==> src/tcf_pkg.sv <==
package tcf_pkg;

  localparam int DEPTH    = 16;
  localparam int TAG_BITS = 16;

  localparam int PTR_W = $clog2(DEPTH);
  localparam int CNT_W = $clog2(DEPTH + 1);

  typedef logic [1:0]       mode_t;
  typedef logic [1:0]       status_t;
  typedef logic [15:0]      tag_t;
  typedef logic [PTR_W-1:0] ptr_t;
  typedef logic [CNT_W-1:0] cnt_t;

  localparam tag_t TAG_MASK = 16'((64'd1 << TAG_BITS) - 64'd1);

  localparam mode_t MODE_ENQ = 2'd0;
  localparam mode_t MODE_ANY = 2'd1;
  localparam mode_t MODE_CLS = 2'd2;

  localparam status_t ST_ENQ  = 2'd0;
  localparam status_t ST_DEQ  = 2'd1;
  localparam status_t ST_NONE = 2'd2;
  localparam status_t ST_FULL = 2'd3;

  localparam logic KIND_CAT = 1'b0;
  localparam logic KIND_DOG = 1'b1;

endpackage

==> src/tcf_req_if.sv <==
interface tcf_req_if;
  logic            valid;
  logic            ready;
  tcf_pkg::mode_t  mode;
  logic            kind;
  tcf_pkg::tag_t   tag;

  modport source(output valid, mode, kind, tag, input ready);
  modport sink(input valid, mode, kind, tag, output ready);
endinterface

==> src/tcf_rsp_if.sv <==
interface tcf_rsp_if;
  logic             valid;
  logic             ready;
  tcf_pkg::status_t status;
  logic             out_kind;
  tcf_pkg::tag_t    out_tag;

  modport source(output valid, status, out_kind, out_tag, input ready);
  modport sink(input valid, status, out_kind, out_tag, output ready);
endinterface

==> src/two_class_fifo_typed_dequeue_core.sv <==
// two-class queue with typed dequeue
// req channel carries mode, kind and tag: enqueue at the tail, dequeue the
// oldest item of any class, or dequeue the oldest item of the class in kind.
// rsp channel returns one item per request: status, out_kind and out_tag.
// each class lives in its own one-port synchronous memory; a register of
// kind bits, oldest first, tells dequeue-any which head is older and closes
// its gap when an item leaves.
// an accepted request is executed in the busy state that follows: the head
// read of the class memories feeds the compare and pointer update, and the
// response is registered.
// a request is taken only when the core is not busy and the response
// register is free or being drained at the same edge; a stalled receiver
// holds the response and blocks further requests until it is taken.
// reset (rst, synchronous) empties the queue at once: counts and pointers
// clear, the memory contents are left as they are.
module two_class_fifo_typed_dequeue_core (
  input  logic       clk,
  input  logic       rst,
  tcf_req_if.sink    req,
  tcf_rsp_if.source  rsp
);

  tcf_pkg::tag_t cat_mem [tcf_pkg::DEPTH];
  tcf_pkg::tag_t dog_mem [tcf_pkg::DEPTH];

  tcf_pkg::tag_t cat_rd;
  tcf_pkg::tag_t dog_rd;

  logic             busy;
  tcf_pkg::mode_t   op_mode;
  logic             op_kind;
  tcf_pkg::tag_t    op_tag;

  tcf_pkg::ptr_t cat_head, cat_tail, dog_head, dog_tail;
  tcf_pkg::cnt_t cat_cnt, dog_cnt, occupancy;

  logic [tcf_pkg::DEPTH-1:0] order;
  logic [tcf_pkg::DEPTH-1:0] order_next;
  logic                      drop;

  logic             accept;
  logic             cat_avail, dog_avail, cat_older;
  logic             take_cat, take_dog, do_enq;
  tcf_pkg::status_t status_next;
  logic             kind_next;
  tcf_pkg::tag_t    tag_next;

  function automatic tcf_pkg::ptr_t ptr_inc(tcf_pkg::ptr_t p);
    if (p == tcf_pkg::PTR_W'(tcf_pkg::DEPTH - 1)) begin
      return '0;
    end
    return p + 1'b1;
  endfunction

  assign req.ready = !busy && (!rsp.valid || rsp.ready);
  assign accept    = req.valid && req.ready;

  assign cat_avail = (cat_cnt != '0);
  assign dog_avail = (dog_cnt != '0);
  assign cat_older = cat_avail && (!dog_avail || order[0] == tcf_pkg::KIND_CAT);

  // from the removed position on, every kind bit moves one place forward
  always_comb begin
    drop       = (op_mode == tcf_pkg::MODE_ANY);
    order_next = order;
    for (int i = 0; i < tcf_pkg::DEPTH - 1; i++) begin
      if ((tcf_pkg::CNT_W'(i) < occupancy) && (order[i] == op_kind)) begin
        drop = 1'b1;
      end
      if (drop) begin
        order_next[i] = order[i + 1];
      end
    end
  end

  always_comb begin
    take_cat    = 1'b0;
    take_dog    = 1'b0;
    do_enq      = 1'b0;
    status_next = tcf_pkg::ST_NONE;
    unique case (op_mode)
      tcf_pkg::MODE_ENQ: begin
        if (occupancy == tcf_pkg::CNT_W'(tcf_pkg::DEPTH)) begin
          status_next = tcf_pkg::ST_FULL;
        end else begin
          do_enq      = 1'b1;
          status_next = tcf_pkg::ST_ENQ;
        end
      end
      tcf_pkg::MODE_ANY: begin
        take_cat = cat_older;
        take_dog = !cat_older && dog_avail;
      end
      tcf_pkg::MODE_CLS: begin
        take_cat = (op_kind == tcf_pkg::KIND_CAT) && cat_avail;
        take_dog = (op_kind == tcf_pkg::KIND_DOG) && dog_avail;
      end
      default: begin
      end
    endcase
    if (take_cat || take_dog) begin
      status_next = tcf_pkg::ST_DEQ;
    end
    kind_next = take_dog;
    tag_next  = take_cat ? cat_rd : (take_dog ? dog_rd : '0);
  end

  // head reads issued at accept, data ready in the execute cycle
  always_ff @(posedge clk) begin
    if (accept) begin
      cat_rd  <= cat_mem[cat_head];
      dog_rd  <= dog_mem[dog_head];
      op_mode <= req.mode;
      op_kind <= req.kind;
      op_tag  <= req.tag & tcf_pkg::TAG_MASK;
    end
  end

  always_ff @(posedge clk) begin
    if (busy && do_enq) begin
      if (op_kind == tcf_pkg::KIND_DOG) begin
        dog_mem[dog_tail] <= op_tag;
      end else begin
        cat_mem[cat_tail] <= op_tag;
      end
    end
  end

  always_ff @(posedge clk) begin
    if (rst) begin
      busy      <= 1'b0;
      cat_head  <= '0;
      cat_tail  <= '0;
      dog_head  <= '0;
      dog_tail  <= '0;
      cat_cnt   <= '0;
      dog_cnt   <= '0;
      occupancy <= '0;
      order     <= '0;
      rsp.valid <= 1'b0;
    end else begin
      if (rsp.valid && rsp.ready) begin
        rsp.valid <= 1'b0;
      end
      if (accept) begin
        busy <= 1'b1;
      end
      if (busy) begin
        busy         <= 1'b0;
        rsp.valid    <= 1'b1;
        rsp.status   <= status_next;
        rsp.out_kind <= kind_next;
        rsp.out_tag  <= tag_next;
        if (do_enq) begin
          occupancy <= occupancy + 1'b1;
          order[occupancy[tcf_pkg::PTR_W-1:0]] <= op_kind;
          if (op_kind == tcf_pkg::KIND_DOG) begin
            dog_tail <= ptr_inc(dog_tail);
            dog_cnt  <= dog_cnt + 1'b1;
          end else begin
            cat_tail <= ptr_inc(cat_tail);
            cat_cnt  <= cat_cnt + 1'b1;
          end
        end
        if (take_cat || take_dog) begin
          order <= order_next;
        end
        if (take_cat) begin
          cat_head  <= ptr_inc(cat_head);
          cat_cnt   <= cat_cnt - 1'b1;
          occupancy <= occupancy - 1'b1;
        end
        if (take_dog) begin
          dog_head  <= ptr_inc(dog_head);
          dog_cnt   <= dog_cnt - 1'b1;
          occupancy <= occupancy - 1'b1;
        end
      end
    end
  end

endmodule
==> src/flat_wrapper.sv <==
// flat-port wrapper written by rule: the top's interface ports become plain ports
module two_class_fifo_typed_dequeue_core_flat 
  (clk, rst, req_valid, req_mode, req_kind, req_tag, req_ready, rsp_valid, rsp_status, rsp_out_kind, rsp_out_tag, rsp_ready);
  tcf_req_if req_i ();
  tcf_rsp_if rsp_i ();
  input  logic clk;
  input  logic rst;
  input wire logic [$bits(req_i.valid)-1:0] req_valid;
  input wire logic [$bits(req_i.mode)-1:0] req_mode;
  input wire logic [$bits(req_i.kind)-1:0] req_kind;
  input wire logic [$bits(req_i.tag)-1:0] req_tag;
  output wire logic [$bits(req_i.ready)-1:0] req_ready;
  output wire logic [$bits(rsp_i.valid)-1:0] rsp_valid;
  output wire logic [$bits(rsp_i.status)-1:0] rsp_status;
  output wire logic [$bits(rsp_i.out_kind)-1:0] rsp_out_kind;
  output wire logic [$bits(rsp_i.out_tag)-1:0] rsp_out_tag;
  input wire logic [$bits(rsp_i.ready)-1:0] rsp_ready;
  assign req_i.valid = req_valid;
  assign req_i.mode = req_mode;
  assign req_i.kind = req_kind;
  assign req_i.tag = req_tag;
  assign req_ready = req_i.ready;
  assign rsp_valid = rsp_i.valid;
  assign rsp_status = rsp_i.status;
  assign rsp_out_kind = rsp_i.out_kind;
  assign rsp_out_tag = rsp_i.out_tag;
  assign rsp_i.ready = rsp_ready;
  two_class_fifo_typed_dequeue_core u_core (.clk(clk), .rst(rst), .req(req_i), .rsp(rsp_i));
endmodule
==> config.mk <==
export PLATFORM = sky130hd
export DESIGN_NAME = two_class_fifo_typed_dequeue_core_flat
export DESIGN_NICKNAME = d
export VERILOG_FILES = /design/src/tcf_pkg.sv /design/src/tcf_req_if.sv /design/src/tcf_rsp_if.sv /design/src/two_class_fifo_typed_dequeue_core.sv /design/src/flat_wrapper.sv
export SDC_FILE = /design/constraint.sdc
export NUM_CORES = 1
export LEC_CHECK = 0
export CELL_PAD_IN_SITES_DETAIL_PLACEMENT = 1
export CELL_PAD_IN_SITES_GLOBAL_PLACEMENT = 2
export CORE_MARGIN = 1
export CORE_UTILIZATION = 30
export CTS_CLUSTER_DIAMETER = 100
export DETAILED_ROUTE_END_ITERATION = 8
export DONT_BUFFER_PORTS = 1
export HOLD_SLACK_MARGIN = 0.15
export PLACE_DENSITY = 0.62
export SYNTH_ARGS = -nofsm -noshare
export SYNTH_HDL_FRONTEND = slang
export SYNTH_SLANG_ARGS = --single-unit
==> constraint.sdc <==
create_clock -name clk -period 4.9 [get_ports clk]
set_input_delay 0.98 -clock clk [delete_from_list [all_inputs] [get_ports clk]]
set_output_delay 0.98 -clock clk [all_outputs]
set_load 0.01 [all_outputs]
==> results of run 1 <==
==> kinds of logic after synthesis <==
| kind of cell | after synthesis |
|---|---|
| DFF | 631 |
| AOI/OAI and AO/OA | 146 |
| adders and majority gates | 26 |
| buffers and inverters | 90 |
| muxes | 182 |
| and+or+nand+nor | 202 |
| xor gates and xnor gates | 26 |
==> flip-flops by register name, summed over array words and instances (netlist names), 2 cells and up <==
register,count
u_core.cat_mem,256
u_core.rsp.status,2
u_core.cat_head,4
u_core.cat_cnt,5
u_core.op_mode,2
u_core.dog_rd,16
u_core.dog_mem,256
u_core.cat_rd,16
u_core.occupancy,5
u_core.dog_cnt,5
u_core.op_tag,16
u_core.dog_tail,4
u_core.order,16
u_core.cat_tail,4
u_core.rsp.out_tag,16
u_core.dog_head,4
==> stage by stage <==
stage	hold WS [ns]	area, um^2	cells
6_report	0.461	29000	2473
3_5_place_dp	0.474	26800	2350
2_1_floorplan	0.448	25300	1303
3_3_place_gp	0.469	26800	2350
4_1_cts	0.426	28900	2471
5_1_grt	0.421	28900	2471
==> layout make-up <==
class	count	area (um^2)
inverter	19	71.3
timing repair buffer	38	323
clock buffer	84	1810
sequential	631	18500
multi-input combinational	582	6570
clock inverter	37	348
antenna	2	5.00
tap	1080	1350
fill	8248	54600
==> power groups by stage <==
stage	clock network, W	logic, W	registers [W]
2_1_floorplan	0	0.000123	0.00609
3_3_place_gp	0	0.000198	0.00611
3_5_place_dp	0	0.000201	0.00612
4_1_cts	0.00513	0.000201	0.00600
5_1_grt	0.00532	0.000215	0.00601
6_report	0.00502	0.000199	0.00600
==> cell usage in the layout (no fill, tap or decap), types with 8 or more instances in the layout <==
master,count
edfxtp_1,582
mux4_2,160
clkbuf_16,70
nand2_1,57
dfxtp_1,45
a21oi_1,44
buf_4,35
nor2_1,32
nor2_2,26
ha_1,24
o21ai_0,23
inv_1,19
a22o_1,16
mux2i_1,16
xnor2_1,16
clkinv_1,16
or3_1,15
clkbuf_1,13
nand2b_1,12
clkinv_2,11
xor2_1,10
nor2b_1,10
nor3_2,8
==> layer usage <==
layer	wire length (um)	track usage [%]	vias to the layer above	share of wire, %
met5	35	0	-	0.056
met4	972	3.17	6	1.5
met3	3130	3.19	81	5.0
met2	28300	22.4	281	45
met1	30300	21.8	6750	48
li1	-	-	5397	-
==> path summary, 6_finish.rpt <==
kind                                    start                              to  slack, ns
max          u_core.occupancy[1]$_SDFFE_PP0P_  u_core.cat_mem[4][0]$_DFFE_PP_       1.35
min                                req_tag[0]      u_core.op_tag[0]$_DFFE_PP_       0.46
max reg2reg  u_core.occupancy[1]$_SDFFE_PP0P_  u_core.cat_mem[4][0]$_DFFE_PP_       1.35
min reg2reg    u_core.cat_cnt[3]$_SDFFE_PP0P_  u_core.cat_cnt[3]$_SDFFE_PP0P_       0.49
==> results.toml, run 1 <==
[outcome]
outcome = "finished, final reports clean"

[cts]
clock_latency_ns = 0.62
cts_made_buffers = 68
ctsResizeCount = 0
htreeDepth = 3
clockBufferDepth = 3
clk_pin_slew_worst_paths_ns = 0.06
post-cts-setup-buffers = 0
cts_tree = "done"
ctsHoldBuffers = 0
cts_sinks = 631
root_buffer = "clkbuf_16"

[sta]
setup_slack_ns = 1.35
rsz0062_at_grt = "false"
worst_pin_slew_ns = 1.31
finalSetupTns_ns = 0
hold_viol_final = 0
fin_crit_sh_pct = 72.5
setup_violations = 0
period_needed_ns = 3.55
max_freq_mhz = 282
fin_skew_ns = 0.0255
slew_headroom_pct = 12.2
slew_violations = 0

[synth]
synthSimpleGateAreaFrac_pct = 3.92
synth_warnings = 0
synthAdderAreaFrac_pct = 1.34
syn_area_um2 = 25300
synth_cell_types = 73
synthArstFlopShare_pct = 0
synth-main-ff-cell = "edfxtp_1"
synth_area_leaders = "edfxtp_1 (69%), mux4_2 (14%), dfxtp_1 (3.9%), ha_1 (1.2%), a21oi_1 (0.87%)"
synth-xor-area-share_pct = 0.900
synth_compound_area_share_pct = 4.24
synth.yosys.seq_area_share_pct = 72.9
synth_cells = 1303
synth_most_common_cell = "edfxtp_1"
synth.avg_cell_area_um2 = 19.4
synth_edf_count = 582
ys_top_cells_by_count = "edfxtp_1 (582), mux4_2 (160), nand2_1 (57), nor2_1 (57), dfxtp_1 (49)"
yosysTopAreaCell = "edfxtp_1"
muxShareOfSynthArea_pct = 15.1
synth.net_count = 1352
netlist.area_leader.share_pct = 69.0
ys_ff_latch = 631
synth_top_family_by_area = "multiplexers"

[drt]
wl_um = 62800
via_per_inst = 5.06
drtAntennaViolNets = 0
drtIter0Drc = 997
drt-wirelength-per-cell_um = 25.4
drc = 0
first_pass_iters = 6
vias = 12500

[critical_path]
cp_top_family = "simple AND/OR/NAND/NOR gates"
start_kind = "flip-flop"
path_max_fanout = 16
crit_arrival_ns = 3.77
cp_num_buf_inv = 1
cp_cell_sequence = "inv_1 -> ha_1 -> nand4bb_1 -> nand3_1 -> nor2_1 -> nand2_1 -> nor2_2"
path_depth = 7
critPathKind = "flip-flop to flip-flop"
worstSetupEndpointType = "flip-flop"
worstPathRequired_ns = 5.12
slowest_delay_ns = 0.85
cpMaxStageDelayCell = "nor2_2"
reg2regPathDepth = 7

[placement]
hpwl_um = 38100
dp_slack_ns = 1.33
place_congestion = 0.754
port_buffers = 0

[layout]
nets = 1389
drive_gt1_share_pct = 25.2
utilization_pct = 34.6
area_growth_pct = 14.4

[pwr]
p_leak_nw = 8.81
sequentialPowerShare_pct = 53.5
pwr-share-comb_pct = 1.8
ir_worst_vdd_uv = 315
p_per_area_nw_per_um2 = 387
p_total_w = 0.0112
internal_power_w = 0.00885
power_frac_clock_pct = 44.7
switching_power_w = 0.00236
swShare_pct = 21.1

[global_route]
grt.total_usage_pct = 14.8
grt_max_degree = 52
grt_pass1_vias = 13200
grt_overflow = 0
grt_pass1_wl_um = 91900
antenna_found_initial = 6

[die]
die-area_um2 = 85500
core-area_um2 = 83600
rows = 106
die_h_um = 292
die_w_um = 292
pin_count = 44
start_util_pct = 30.3

[flow_run]
maxCapViolCount = 0

[hold_path]
hold_path_class = "primary input to flip-flop"
hold_depth = 0
No activity file was read; power rests on OpenSTA's default activity.
==> run 2, diff against run 1 <==
- PLACE_DENSITY: 0.62 -> 0.64
- clock period: 4.9 -> 3.15 ns (I/O delays scaled with it)
==> results.toml, run 2 (synthesis results as in run 1) <==
[layout]
reg_top3 = "u_core.cat_mem (256), u_core.dog_mem (256)"
final_common_cell = "edfxtp_1"
area_growth_pct = 17.5
nets = 1445
drive_gt1_share_pct = 26.9
final_cell_mix = "edfxtp_1 (582), mux4_2 (160), clkbuf_16 (66), nand2_1 (57), buf_4 (52)"
nFillCells = 8265

[die]
core-area_um2 = 83600
die_w_um = 292
rows = 106
die-area_um2 = 85500
start_util_pct = 30.3
die_h_um = 292
pin_count = 44

[sta]
period_needed_ns = 3.00
hold_viol_final = 0
setup_slack_ns = 0.153
slew_headroom_pct = 23.4
rsz0062_at_grt = "false"
finalSetupTns_ns = 0
max_freq_mhz = 334
slew_violations = 0
fin_skew_ns = 0.0296
worst_pin_slew_ns = 1.15
fin_crit_sh_pct = 95.1
setup_violations = 0

[drt]
first_pass_iters = 7
drc = 0
wl_um = 61200
vias = 12600
drtIter0Drc = 1051
drt-wirelength-per-cell_um = 24.2
drtAntennaViolNets = 0
via_per_inst = 5.00

[pwr]
p_total_w = 0.0176
p_leak_nw = 9.16
ir_worst_vdd_uv = 569
p_per_area_nw_per_um2 = 592

[flow_run]
maxCapViolCount = 0

[critical_path]
reg2regPathDepth = 13
path_max_fanout = 5
r2r_end = "u_core.cat_cnt[4]$_SDFFE_PP0P_"
worstSetupEndpointType = "flip-flop"
crit_arrival_ns = 3.53
r2r_slack_ns = 0.15
worstPathRequired_ns = 3.68
endpoint = "u_core.cat_cnt[4]$_SDFFE_PP0P_"
critPathKind = "flip-flop to flip-flop"
start_kind = "flip-flop"
worstReg2RegStart = "u_core.op_mode[1]$_DFFE_PP_"
startpoint = "u_core.op_mode[1]$_DFFE_PP_"

[cts]
htreeDepth = 3
clk_pin_slew_worst_paths_ns = 0.06
cts_tree = "done"
root_buffer = "clkbuf_16"
cts_made_buffers = 66
clockBufferDepth = 3
post-cts-setup-buffers = 0
clock_latency_ns = 0.62
cts_sinks = 631

[global_route]
grt_overflow = 0
grt_pass1_wl_um = 91400
grt.total_usage_pct = 14.5
grt_max_degree = 57
grt_pass1_vias = 13600
antenna_found_initial = 6

[placement]
place_congestion = 0.754
dp_slack_ns = 0.121
hpwl_um = 35600
port_buffers = 0

[hold_path]
hold_path_class = "primary input to flip-flop"

[outcome]
outcome = "finished, final reports clean"
==> run 2: changes by cell type in the layout (fill, tap and decap cells not counted), moves of 2 or more <==
| cell | previous run | this run |
|---|---|---|
| buf_12 | 3 | 23 |
| dlygate4sd3_1 | 0 | 19 |
| buf_4 | 35 | 52 |
| clkinv_2 | 11 | 5 |
| clkinvlp_4 | 1 | 6 |
| bufinv_16 | 4 | 8 |
| clkbuf_16 | 70 | 66 |
| clkinv_1 | 16 | 13 |
| inv_16 | 1 | 3 |
==> run 2: report_power, final <==
part,internal [W],total (W),switching (W)
Sequential,0.00922,0.00936,0.000142
Clock,0.00458,0.00795,0.00336
Combinational,0.000121,0.000301,0.000179
Total,0.0139,0.0176,0.00368
==> run 2: final cells by class <==
type	count	area [um^2]	share of cell area, %
flip-flops and latches	631	18500	62.1
multi-input cells	582	6580	22.1
clock buffers	80	1700	5.73
well taps	1080	1350	4.54
repair buffers	96	1080	3.63
clock inverters	39	483	1.62
inverters	19	71.3	0.240
diodes	2	5.00	0.0168
==> run 2: per-layer routing <==
| layer | up-vias | wire length (um) | track usage [%] |
|---|---|---|---|
| met2 | 259 | 29500 | 23.6 |
| met5 | - | 55 | 0 |
| li1 | 5510 | - | - |
| met3 | 83 | 3130 | 3.54 |
| met4 | 8 | 1050 | 3.36 |
| met1 | 6780 | 27500 | 19.6 |
==> run 2: worst min-delay path by stage <==
stage	startpoint	end	slack, ns	cells past startpoint
2_1_floorplan	u_core.cat_cnt[3]$_SDFFE_PP0P_	u_core.cat_cnt[3]$_SDFFE_PP0P_	0.45	2
3_3_place_gp	u_core.cat_cnt[2]$_SDFFE_PP0P_	u_core.cat_cnt[2]$_SDFFE_PP0P_	0.47	2
3_5_place_dp	u_core.cat_cnt[2]$_SDFFE_PP0P_	u_core.cat_cnt[2]$_SDFFE_PP0P_	0.47	2
4_1_cts	req_valid	u_core.busy$_SDFF_PP0_	0.16	1
5_1_grt	req_valid	u_core.busy$_SDFF_PP0_	0.16	1
6_report	req_valid	u_core.busy$_SDFF_PP0_	0.19	1
==> run 2: per-stage QoR <==
| step | util (%) | area, um^2 | instances | hold slack [ns] |
|---|---|---|---|---|
| CTS | 35.6 | 29700 | 2527 | 0.157 |
| floorplan | - | 25400 | 1303 | 0.448 |
| global route | 35.6 | 29700 | 2529 | 0.158 |
| detailed placement | 32.7 | 27300 | 2388 | 0.471 |
| global placement | 32.7 | 27300 | 2388 | 0.468 |
| finish | 35.6 | 29700 | 2529 | 0.190 |
==> run 2: timing repair <==
item / CTS / global route
hold buffers: 20 / 0
resized for setup: 0 / 2
endpoints found under the setup margin: 0 / 1
endpoints found under the hold margin: 62 / 0
==> run 2: critical path, cell delays in order (launching register included) <==
cell	delay, ns
edfxtp_1	0.39
inv_1	0.09
ha_1	0.27
or3b_1	0.40
o211a_1	0.30
nor2_4	0.18
inv_1	0.07
fa_1	0.41
nor2b_1	0.13
o21ai_0	0.09
nand2b_1	0.09
xnor2_1	0.07
or3_1	0.30
a21oi_1	0.14
==> run 3, diff against run 2 <==
- CORE_ASPECT_RATIO: unset -> 1.2
==> results.toml, run 3 (synthesis results as in run 1) <==
[outcome]
outcome = "finished, final reports clean"

[drt]
drt-wirelength-per-cell_um = 24.0
wl_um = 62000
first_pass_iters = 5
via_per_inst = 4.91
vias = 12700
drtAntennaViolNets = 0
drtIter0Drc = 1072
drc = 0

[sta]
setup_violations = 0
finalSetupTns_ns = 0
hold_slack_ns = 0.204
max_freq_mhz = 348
period_needed_ns = 2.88
slew_headroom_pct = 25.1
hold_viol_final = 0
fin_skew_ns = 0.0182
rsz0062_at_grt = "false"
slew_violations = 0
setup_slack_ns = 0.275
fin_crit_sh_pct = 91.3
worst_pin_slew_ns = 1.12

[critical_path]
worstSetupEndpointType = "flip-flop"
path_max_fanout = 4
worstReg2RegStart = "u_core.op_mode[1]$_DFFE_PP_"
r2r_end = "u_core.cat_cnt[4]$_SDFFE_PP0P_"
reg2regPathDepth = 13
crit_arrival_ns = 3.40
worstPathRequired_ns = 3.68
critPathKind = "flip-flop to flip-flop"
r2r_slack_ns = 0.27
start_kind = "flip-flop"

[cts]
cts_made_buffers = 72
htreeDepth = 3
clockBufferDepth = 3
clock_latency_ns = 0.59
cts_tree = "done"
ctsResizeCount = 0
post-cts-setup-buffers = 0
ctsHoldBuffers = 20
cts_sinks = 631
clk_pin_slew_worst_paths_ns = 0.06
root_buffer = "clkbuf_16"

[die]
die-area_um2 = 85500
pin_count = 44
core-area_um2 = 83500
die_h_um = 320
rows = 116
start_util_pct = 30.3
die_w_um = 267

[layout]
final_cell_mix = "edfxtp_1 (582), mux4_2 (160), clkbuf_16 (75), nand2_1 (57), dfxtp_1 (45)"
drive_gt1_share_pct = 27.5
nets = 1456
reg_top3 = "u_core.cat_mem (256), u_core.dog_mem (256)"
finalNonFillerCells = 2582
area_growth_pct = 18.6
final_common_cell = "edfxtp_1"
fin_area_um2 = 30000

[pwr]
power_frac_clock_pct = 45.2
p_per_area_nw_per_um2 = 587
p_leak_nw = 9.27
switching_power_w = 0.00362
swShare_pct = 20.5
internal_power_w = 0.0140
ir_worst_vdd_uv = 317
sequentialPowerShare_pct = 53.1
pwr-share-comb_pct = 1.7

[global_route]
grt_pass1_vias = 13900
grt_max_degree = 69
grt.total_usage_pct = 14.9
grt_pass1_wl_um = 93200
antenna_found_initial = 6
grt_overflow = 0

[placement]
port_buffers = 0
dp_slack_ns = 0.283
hpwl_um = 36800
placed_cells = 2434
place_congestion = 0.771
postPlaceCellArea_um2 = 27600

[hold_path]
min_to = "u_core.busy$_SDFF_PP0_"
hold_path_class = "primary input to flip-flop"
hold_depth = 1
worstHoldStart = "req_valid"

[flow_run]
maxCapViolCount = 0
run 3: how the worst max path moves through the flow:
stage / from / depth (start not counted) / end
6_report: u_core.op_mode[1]$_DFFE_PP_ / 13 / u_core.cat_cnt[4]$_SDFFE_PP0P_
5_1_grt: u_core.op_mode[1]$_DFFE_PP_ / 13 / u_core.cat_cnt[4]$_SDFFE_PP0P_
4_1_cts: u_core.op_mode[1]$_DFFE_PP_ / 12 / u_core.cat_cnt[3]$_SDFFE_PP0P_
3_5_place_dp: u_core.op_mode[1]$_DFFE_PP_ / 12 / u_core.cat_cnt[3]$_SDFFE_PP0P_
3_3_place_gp: u_core.op_mode[1]$_DFFE_PP_ / 13 / u_core.cat_cnt[4]$_SDFFE_PP0P_
2_1_floorplan: u_core.op_mode[1]$_DFFE_PP_ / 15 / u_core.cat_cnt[4]$_SDFFE_PP0P_
run 3: critical path, stage by stage, from the launching register on:
cell      delay, ns
edfxtp_1       0.39
inv_1          0.10
ha_1           0.17
or3b_1         0.37
o211a_1        0.29
nor2_2         0.20
inv_1          0.08
fa_1           0.40
nor2b_1        0.12
o21ai_0        0.08
nand2b_1       0.09
xnor2_1        0.07
or3_1          0.31
a21oi_1        0.13
run 3: power groups by stage:
| stage | logic, W | clock network, W | registers [W] |
|---|---|---|---|
| 3_5_place_dp | 0.000271 | 0 | 0.00954 |
| 2_1_floorplan | 0.000192 | 0 | 0.00947 |
| 5_1_grt | 0.000331 | 0.00849 | 0.00938 |
| 6_report | 0.000304 | 0.00797 | 0.00936 |
| 4_1_cts | 0.000307 | 0.00818 | 0.00937 |
| 3_3_place_gp | 0.000268 | 0 | 0.00953 |
run 3: stage by stage:
stage | total power, W | util, %
3_3_place_gp | 0.00980 | 33.1
6_report | 0.0176 | 36.0
3_5_place_dp | 0.00981 | 33.1
5_1_grt | 0.0182 | 36.0
4_1_cts | 0.0179 | 36.0
2_1_floorplan | 0.00966 | -
run 3: area by class of cell:
type                       instances  area, um^2
fill                            8210       53400
sequential                       631       18500
inverter                          19        71.3
multi-input combinational        582        6570
timing repair buffer             101        1280
clock buffer                      87        1920
antenna                            1        2.50
tap                             1121        1400
clock inverter                    40         309
run 3: routing by layer:
layer  part of all wire (%)  global-route usage, %  up-vias
met5                  0.071                      0        -
met4                    2.0                   4.56        8
met3                    4.7                   2.63       96
met2                     49                   24.5      264
met1                     44                   19.8     6790
li1                       -                      -     5526
